**config.mk**
```make
export PLATFORM = sky130hd
export DESIGN_NAME = backing_store_map_table
export DESIGN_NICKNAME = d
export VERILOG_FILES = /design/src/hdl/bsmt_pkg.sv /design/src/hdl/bsmt_slot_file.sv /design/src/hdl/bsmt_unit.sv /design/src/hdl/backing_store_map_table.sv
export SDC_FILE = /design/constraint.sdc
export NUM_CORES = 1
export LEC_CHECK = 0
export BUFFER_PORTS_ARGS = -buffer_cell sky130_fd_sc_hd__buf_4
export CORE_MARGIN = 4
export CORE_UTILIZATION = 50
export DETAILED_ROUTE_END_ITERATION = 12
export PLACE_DENSITY = 0.67
export SLEW_MARGIN = 20
export SYNTH_ARGS = -nofsm -noshare
export SYNTH_HDL_FRONTEND = slang
export SYNTH_SLANG_ARGS = --single-unit
```
**constraint.sdc**
```tcl
create_clock -name clk_i -period 6.6 [get_ports clk_i]
set_clock_uncertainty 0.15 [all_clocks]
set_input_delay 1.32 -clock clk_i [delete_from_list [all_inputs] [get_ports clk_i]]
set_output_delay 1.32 -clock clk_i [all_outputs]
set_load 0.05 [all_outputs]
```
**src/hdl/bsmt_pkg.sv**
```systemverilog
// ----------------------------------------------------------------------------
// bsmt_pkg - backing-store map table shared definitions
// Sizes, command codes, slot record type and reset values.
// ----------------------------------------------------------------------------
`timescale 1ns / 1ps
`default_nettype none

package bsmt_pkg;

  localparam int SLOTS      = 8;
  localparam int PAGE_SHIFT = 12;

  localparam int SLOT_W   = (SLOTS > 2) ? $clog2(SLOTS) : 1;
  localparam int CMD_W    = 3;
  localparam int PID_W    = 6;
  localparam int OWNER_W  = 7;
  localparam int VADDR_W  = 32;
  localparam int PAGE_W   = 20;
  localparam int IDX_W    = 3;
  localparam int PCNT_W   = 9;
  localparam int MCNT_W   = 6;
  localparam int OFF_W    = 21;
  localparam int VPN_W    = VADDR_W - PAGE_SHIFT;
  localparam int DIFF_W   = ((VPN_W > PAGE_W) ? VPN_W : PAGE_W) + 2;
  localparam int OFF_MAX  = 1048575;

  localparam logic [OWNER_W-1:0] OWNER_NONE = {OWNER_W{1'b1}};
  localparam logic [PAGE_W-1:0]  BASE_RESET = PAGE_W'(4096);
  localparam logic [MCNT_W-1:0]  COUNT_MAX  = {MCNT_W{1'b1}};

  typedef enum logic [CMD_W-1:0] {
    CMD_CLEAR  = 3'd0,
    CMD_ALLOC  = 3'd1,
    CMD_FREE   = 3'd2,
    CMD_LOOKUP = 3'd3,
    CMD_MAP    = 3'd4,
    CMD_UNMAP  = 3'd5
  } cmd_e;

  typedef enum logic [1:0] {
    ST_IDLE,
    ST_RUN
  } state_e;

  typedef struct packed {
    logic                mapped;
    logic [OWNER_W-1:0]  owner;
    logic [PAGE_W-1:0]   base;
    logic [PCNT_W-1:0]   pages;
    logic [MCNT_W-1:0]   count;
  } slot_t;

  localparam slot_t SLOT_RESET = '{
    mapped: 1'b0,
    owner:  OWNER_NONE,
    base:   BASE_RESET,
    pages:  '0,
    count:  '0
  };

  typedef struct packed {
    logic                     free_hit;
    logic                     pid_hit;
    logic signed [OFF_W-1:0]  offset;
    slot_t                    upd;
  } unit_res_t;

endpackage

`default_nettype wire

```
**src/hdl/bsmt_slot_file.sv**
```systemverilog
// ----------------------------------------------------------------------------
// bsmt_slot_file - slot record storage
// One write port, one read port; all records return to reset values on reset.
// ----------------------------------------------------------------------------
`timescale 1ns / 1ps
`default_nettype none

module bsmt_slot_file (
  input  wire                            clk_i,
  input  wire                            rst_ni,
  input  wire                            we_i,
  input  wire  [bsmt_pkg::SLOT_W-1:0]    idx_i,
  input  bsmt_pkg::slot_t                wdata_i,
  output bsmt_pkg::slot_t                rdata_o
);

  bsmt_pkg::slot_t slot_q [bsmt_pkg::SLOTS];

  always_ff @(posedge clk_i or negedge rst_ni) begin
    if (!rst_ni) begin
      for (int i = 0; i < bsmt_pkg::SLOTS; i++) begin
        slot_q[i] <= bsmt_pkg::SLOT_RESET;
      end
    end else if (we_i) begin
      slot_q[idx_i] <= wdata_i;
    end
  end

  assign rdata_o = slot_q[idx_i];

endmodule

`default_nettype wire

```
**src/hdl/bsmt_unit.sv**
```systemverilog
// ----------------------------------------------------------------------------
// bsmt_unit - shared slot evaluation unit
// Compares one slot against the command, forms the page offset and the
// updated slot record.
// ----------------------------------------------------------------------------
`timescale 1ns / 1ps
`default_nettype none

module bsmt_unit (
  input  bsmt_pkg::cmd_e                  cmd_i,
  input  wire  [bsmt_pkg::PID_W-1:0]      pid_i,
  input  wire  [bsmt_pkg::VADDR_W-1:0]    vaddr_i,
  input  wire  [bsmt_pkg::PAGE_W-1:0]     base_page_i,
  input  wire  [bsmt_pkg::PCNT_W-1:0]     page_count_i,
  input  bsmt_pkg::slot_t                 entry_i,
  output bsmt_pkg::unit_res_t             res_o
);

  logic [bsmt_pkg::VPN_W-1:0]          vpn;
  logic signed [bsmt_pkg::DIFF_W-1:0]  diff;
  logic [bsmt_pkg::MCNT_W-1:0]         cnt_dn;
  bsmt_pkg::slot_t                     upd;

  assign vpn  = vaddr_i[bsmt_pkg::VADDR_W-1:bsmt_pkg::PAGE_SHIFT];
  assign diff = $signed(bsmt_pkg::DIFF_W'(vpn)) - $signed(bsmt_pkg::DIFF_W'(entry_i.base));
  assign cnt_dn = (entry_i.count != '0) ? entry_i.count - 1'b1 : '0;

  always_comb begin
    upd = entry_i;
    unique case (cmd_i)
      bsmt_pkg::CMD_CLEAR: begin
        upd = bsmt_pkg::SLOT_RESET;
      end
      bsmt_pkg::CMD_FREE: begin
        upd.mapped = 1'b0;
      end
      bsmt_pkg::CMD_MAP: begin
        if (!entry_i.mapped) begin
          upd.mapped = 1'b1;
          upd.pages  = page_count_i;
        end
        upd.owner = {1'b0, pid_i};
        upd.base  = base_page_i;
        if (entry_i.count != bsmt_pkg::COUNT_MAX) begin
          upd.count = entry_i.count + 1'b1;
        end
      end
      bsmt_pkg::CMD_UNMAP: begin
        if (cnt_dn == '0) begin
          upd = bsmt_pkg::SLOT_RESET;
        end else begin
          upd.count = cnt_dn;
        end
      end
      default: begin
        upd = entry_i;
      end
    endcase
  end

  always_comb begin
    res_o.free_hit = !entry_i.mapped;
    res_o.pid_hit  = (entry_i.owner == {1'b0, pid_i});
    res_o.upd      = upd;
    priority if (diff > $signed(bsmt_pkg::DIFF_W'(bsmt_pkg::OFF_MAX))) begin
      res_o.offset = bsmt_pkg::OFF_W'(bsmt_pkg::OFF_MAX);
    end else if (diff < -$signed(bsmt_pkg::DIFF_W'(bsmt_pkg::OFF_MAX))) begin
      res_o.offset = -$signed(bsmt_pkg::OFF_W'(bsmt_pkg::OFF_MAX));
    end else begin
      res_o.offset = diff[bsmt_pkg::OFF_W-1:0];
    end
  end

endmodule

`default_nettype wire

```
**src/hdl/backing_store_map_table.sv**
```systemverilog
// ----------------------------------------------------------------------------
// backing_store_map_table - backing-store slot table
// Clear, allocate, free, lookup, map and unmap over a small slot table,
// one slot evaluated per cycle by a shared unit while no held result stalls it.
// ----------------------------------------------------------------------------
//  channel   dir  tdata / tuser
//  s_axis    in   tuser: cmd; tdata: pid, vaddr, base_page, slot, page_count
//  m_axis    out  tdata: status, found_slot, page_offset
//
//  A new word is taken only in idle. Clear all walks every slot, allocate and
//  lookup scan from slot 0 and stop at the first hit, others touch one slot.
//  The scan walks the slot file through one read port and the shared unit.
//  Reset returns every slot to its reset values at once.
//  A held result stalls the last run cycle; no input is taken while it waits.
// ----------------------------------------------------------------------------
`timescale 1ns / 1ps
`default_nettype none

module backing_store_map_table (
  input  wire         clk_i,
  input  wire         rst_ni,
  input  wire         s_axis_tvalid_i,
  output logic        s_axis_tready_o,
  input  wire  [71:0] s_axis_tdata_i,   // pid[5:0] vaddr[37:6] base_page[57:38]
                                        // slot[60:58] page_count[69:61]
  input  wire  [2:0]  s_axis_tuser_i,   // cmd[2:0]
  output logic        m_axis_tvalid_o,
  input  wire         m_axis_tready_i,
  output logic [31:0] m_axis_tdata_o    // status[0] found_slot[3:1] page_offset[24:4]
);

  bsmt_pkg::state_e                   state_q, state_d;
  bsmt_pkg::cmd_e                     cmd_q;
  logic [bsmt_pkg::PID_W-1:0]         pid_q;
  logic [bsmt_pkg::VADDR_W-1:0]       vaddr_q;
  logic [bsmt_pkg::PAGE_W-1:0]        base_q;
  logic [bsmt_pkg::IDX_W-1:0]         slot_q;
  logic [bsmt_pkg::PCNT_W-1:0]        pcnt_q;
  logic [bsmt_pkg::SLOT_W-1:0]        idx_q, idx_d;
  logic                               out_valid_q;
  logic                               status_q;
  logic [bsmt_pkg::IDX_W-1:0]         found_q;
  logic signed [bsmt_pkg::OFF_W-1:0]  off_q;

  bsmt_pkg::cmd_e                     in_cmd;
  bsmt_pkg::slot_t                    entry;
  bsmt_pkg::unit_res_t                ures;
  logic                               accept;
  logic                               last;
  logic                               slot_ok;
  logic                               done;
  logic                               stall;
  logic                               we;
  logic                               res_status;
  logic [bsmt_pkg::IDX_W-1:0]         res_found;
  logic signed [bsmt_pkg::OFF_W-1:0]  res_off;

  assign in_cmd  = bsmt_pkg::cmd_e'(s_axis_tuser_i);
  assign s_axis_tready_o = (state_q == bsmt_pkg::ST_IDLE);
  assign accept  = s_axis_tvalid_i && s_axis_tready_o;
  assign last    = (idx_q == bsmt_pkg::SLOT_W'(bsmt_pkg::SLOTS - 1));
  assign slot_ok = (32'(slot_q) < bsmt_pkg::SLOTS);
  assign stall   = done && out_valid_q && !m_axis_tready_i;

  bsmt_slot_file u_file (
    .clk_i   (clk_i),
    .rst_ni  (rst_ni),
    .we_i    (we),
    .idx_i   (idx_q),
    .wdata_i (ures.upd),
    .rdata_o (entry)
  );

  bsmt_unit u_unit (
    .cmd_i        (cmd_q),
    .pid_i        (pid_q),
    .vaddr_i      (vaddr_q),
    .base_page_i  (base_q),
    .page_count_i (pcnt_q),
    .entry_i      (entry),
    .res_o        (ures)
  );

  always_comb begin
    done       = 1'b0;
    we         = 1'b0;
    res_status = 1'b0;
    res_found  = '0;
    res_off    = '0;
    state_d    = state_q;
    idx_d      = idx_q;
    unique case (state_q)
      bsmt_pkg::ST_IDLE: begin
        if (accept) begin
          state_d = bsmt_pkg::ST_RUN;
          if (in_cmd == bsmt_pkg::CMD_FREE || in_cmd == bsmt_pkg::CMD_MAP ||
              in_cmd == bsmt_pkg::CMD_UNMAP) begin
            idx_d = bsmt_pkg::SLOT_W'(s_axis_tdata_i[60:58]);
          end else begin
            idx_d = '0;
          end
        end
      end
      bsmt_pkg::ST_RUN: begin
        unique case (cmd_q)
          bsmt_pkg::CMD_CLEAR: begin
            done = last;
            we   = 1'b1;
          end
          bsmt_pkg::CMD_ALLOC: begin
            done       = ures.free_hit || last;
            res_status = !ures.free_hit;
            res_found  = ures.free_hit ? bsmt_pkg::IDX_W'(idx_q) : '0;
          end
          bsmt_pkg::CMD_LOOKUP: begin
            done       = ures.pid_hit || last;
            res_status = !ures.pid_hit;
            res_found  = ures.pid_hit ? bsmt_pkg::IDX_W'(idx_q) : '0;
            res_off    = ures.pid_hit ? ures.offset : '0;
          end
          bsmt_pkg::CMD_FREE, bsmt_pkg::CMD_MAP, bsmt_pkg::CMD_UNMAP: begin
            done = 1'b1;
            we   = slot_ok;
          end
          default: begin
            done       = 1'b1;
            res_status = 1'b1;
          end
        endcase
        if (stall) begin
          we = 1'b0;
        end else if (done) begin
          state_d = bsmt_pkg::ST_IDLE;
        end else begin
          idx_d = idx_q + 1'b1;
        end
      end
      default: begin
        state_d = bsmt_pkg::ST_IDLE;
      end
    endcase
  end

  always_ff @(posedge clk_i or negedge rst_ni) begin
    if (!rst_ni) begin
      state_q     <= bsmt_pkg::ST_IDLE;
      idx_q       <= '0;
      out_valid_q <= 1'b0;
    end else begin
      state_q <= state_d;
      idx_q   <= idx_d;
      if (done && !stall && state_q == bsmt_pkg::ST_RUN) begin
        out_valid_q <= 1'b1;
      end else if (m_axis_tready_i) begin
        out_valid_q <= 1'b0;
      end
    end
  end

  always_ff @(posedge clk_i) begin
    if (accept) begin
      cmd_q   <= in_cmd;
      pid_q   <= s_axis_tdata_i[5:0];
      vaddr_q <= s_axis_tdata_i[37:6];
      base_q  <= s_axis_tdata_i[57:38];
      slot_q  <= s_axis_tdata_i[60:58];
      pcnt_q  <= s_axis_tdata_i[69:61];
    end
    if (done && !stall && state_q == bsmt_pkg::ST_RUN) begin
      status_q <= res_status;
      found_q  <= res_found;
      off_q    <= res_off;
    end
  end

  assign m_axis_tvalid_o = out_valid_q;
  assign m_axis_tdata_o  = {7'b0, off_q, found_q, status_q};

endmodule

`default_nettype wire

```
==> run metrics <==
die extent in x 200.7 um; Seq/Total Area, Yosys 49.75%; CP Launch Type flop; Max-Cap Viols 0; Syn Area/Cell 10.14 um2; CP max stage delay 0.93 ns; critical path class flop to flop; synth unique cells 86; Worst-path clk slew 0.06 ns; most frequent cells in the layout 212 x dfrtp_1, 203 x nor2_1, 188 x a21oi_1, 142 x nand2_1, 125 x o21ai_0; first-pass GRT wire length 77,520 um; fill count 3,144; Post-DP Area 19,410 um2; hold crit path type flop to flop; FP Rows 70; Reg area between 9000 and 10,000 um2; post-synthesis register bit count 351; Root Buffer clkbuf_16; routed vias 14,290; Synth warnings 0; fmax 0.1726 GHz; largest net degree at the start of global routing 174; worst endpoint required time 6.82 ns; Resize count post-CTS 0; max-slew violations 0; final hold violations 0; routed vias/inst 6.126; final setup TNS 0 ns; commonest non-fill, non-tap cell in the layout dfrtp_1; EDFF count, synth 74; clock sink count 351; antenna diode count 0; Detail Route Antenna Nets 0; Die Ht 200.7 um; initial DRC count 1,282; drc violations 0; Slew headroom 24.65%; top cells by area, synth dfrtp_1 29%, edfxtp_1 12%, dfstp_2 9.1%, o31ai_2 5.4%, a21oi_1 5.1%; number of global-route vias before repair roughly 14,000; Core Region 36,610 um2; grt ovf 0; outcome complete, no violations; Final period util 87.79%; CTS tree yes; area leader, netlist dfrtp_1; FFs w/ async S/R, synth 78.92%; Final min period ~5.8 ns; number of CTS-inserted buffers 38; Initial Util 50.69%; crit path cell chain and3_1 > a22o_1 > a221oi_1 > and3_1 > ha_1 > a2111o_1 > o21ai_0 > o311ai_0 > xor2_1 > nor3_1 > nand4_1 > o21bai_1 > ha_1 > inv_1 > nand2b_4 > nor3_1; fin area 20,700 um2; Post-Route WL ~49,000 um; R2R setup slack ~0.81 ns; Primary FF master, synth dfrtp_1; worst path arrival time 6.02 ns; Slew @ Worst Pin 1.130 ns; final worst slack 0.8059 ns; Cell Pwr Density 463.4 nW/um2; CP max FO 19; # IOs 113; H-tree levels 2; IO Port Bufs just over 80; Pwr Total 9593 uW; initial antenna violation count 1; RSZ-0062 raised after global routing false; share of layout cells above drive strength 1 between 20% and 30%; multi-input logic area 8491 um2; Nets approximately 1,900; worst skew pair latency between 0.5 and 0.6 ns; hold buffer count at CTS 0; post-place setup slack 0.8750 ns; Worst path slowest cell and3_1; crit end category flop; Initial DRT Pass Iterations 5; RD Place Congestion 0.8863; Post-Syn Area 18,560 um2; GRT Overall Usage 23.60%; VDD IR-drop max 0.2668 mV; Yosys top cell area share 28.72%; Pleak 0.008143 uW; Avg WL per Cell ~21 um; HPWL Detailed a little over 30,000 um; Area Overhead vs Synth 11.54%; cell count after synthesis 1,831; clock tree buffer depth 3; Post-CTS Setup Bufs 0; Die ar. 40,260 um2; final setup fails 0
## stage by stage
step / hold slack, ns / util, % / cells
2_1_floorplan: 0.2918 / - / 1837
3_3_place_gp: 0.3059 / 53.02 / 2263
3_5_place_dp: 0.3164 / 53.02 / 2263
4_1_cts: 0.3291 / 56.52 / 2333
5_1_grt: 0.3367 / 56.54 / 2333
6_report: 0.3254 / 56.54 / 2333
## state kept, by name (all words and copies together) (netlist names)
| signal | count |
|---|---|
| cmd_q | 3 |
| found_q | 3 |
| base_q | 20 |
| off_q | 21 |
| m_axis_tvalid_o | 1 |
| status_q | 1 |
| state_q | 1 |
| vaddr_q | 20 |
| u_file.slot_q | 272 |
| idx_q | 3 |
| pid_q | 6 |
## cells in the mapped netlist, types with 12 or more instances
master and count:
a22o_1 12, dfrtp_1 213, dfstp_2 64, ha_1 26
a21oi_1 188, inv_1 20, buf_2 24, nor3_1 17
and3_1 27, o31ai_1 67, o21ai_0 126, nand2_1 150
o31ai_2 80, clkbuf_1 115, mux2i_1 21, and2_1 13
nor2_1 206, nand3_1 13, edfxtp_1 74, mux2_2 36
a31oi_1 60, a22oi_1 57, a221oi_1 13, nand4_1 14
## worst max-delay path: cells and delay by family, from the launching register on
family	cells	cell delay, ns
buffers and inverters	1	0.15
AND/OR/NAND/NOR	6	1.91
flip-flops	1	0.76
XOR/XNOR	1	0.20
adder cells (fa/ha/maj)	2	0.77
AO/OA/AOI/OAI	6	1.66
## per-layer routing
metal,routed length [um],track usage (%)
met2,23300,38.89
met1,21150,31.95
met4,1516,7.940
met5,9,0
met3,2819,4.039
## final cells by class
type,count,share of cell area [%]
flip-flops and latches,351,44.61
clock inverters,10,0.3627
clock buffers,60,5.839
inverters,31,0.5621
repair buffers,124,4.775
well taps,468,2.829
multi-input cells,1289,41.02
## cells by family after synthesis
logic type,after synthesis,synth area share [%]
other cells,1,0.02021
mux,71,5.009
simple gates,497,12.25
compound gates,675,25.49
xor+xnor,12,0.5663
flops,351,49.75
buf+inv,197,5.050
fa+ha+maj,27,1.861
## where the power goes
part	switching, uW	total [uW]	internal [uW]	leakage, uW
sequential	371	3390	3020	0.00429
combinational	2650	4040	1390	0.00322
clock	865	2160	1300	0.000634
total	3880	9590	5710	0.00814
## final timing paths
check,cells past startpoint,endpoint,startpoint
setup reg to reg,16,off_q[10],idx_q[1]
hold / removal,2,u_file.slot_q[262],u_file.slot_q[262]
setup / recovery,16,off_q[10],idx_q[1]
min in group asynchronous,1,u_file.slot_q[177],rst_ni
max in group asynchronous,2,u_file.slot_q[26],rst_ni
hold reg to reg,2,u_file.slot_q[262],u_file.slot_q[262]
Note: power is estimated with default switching activity, not from simulation.
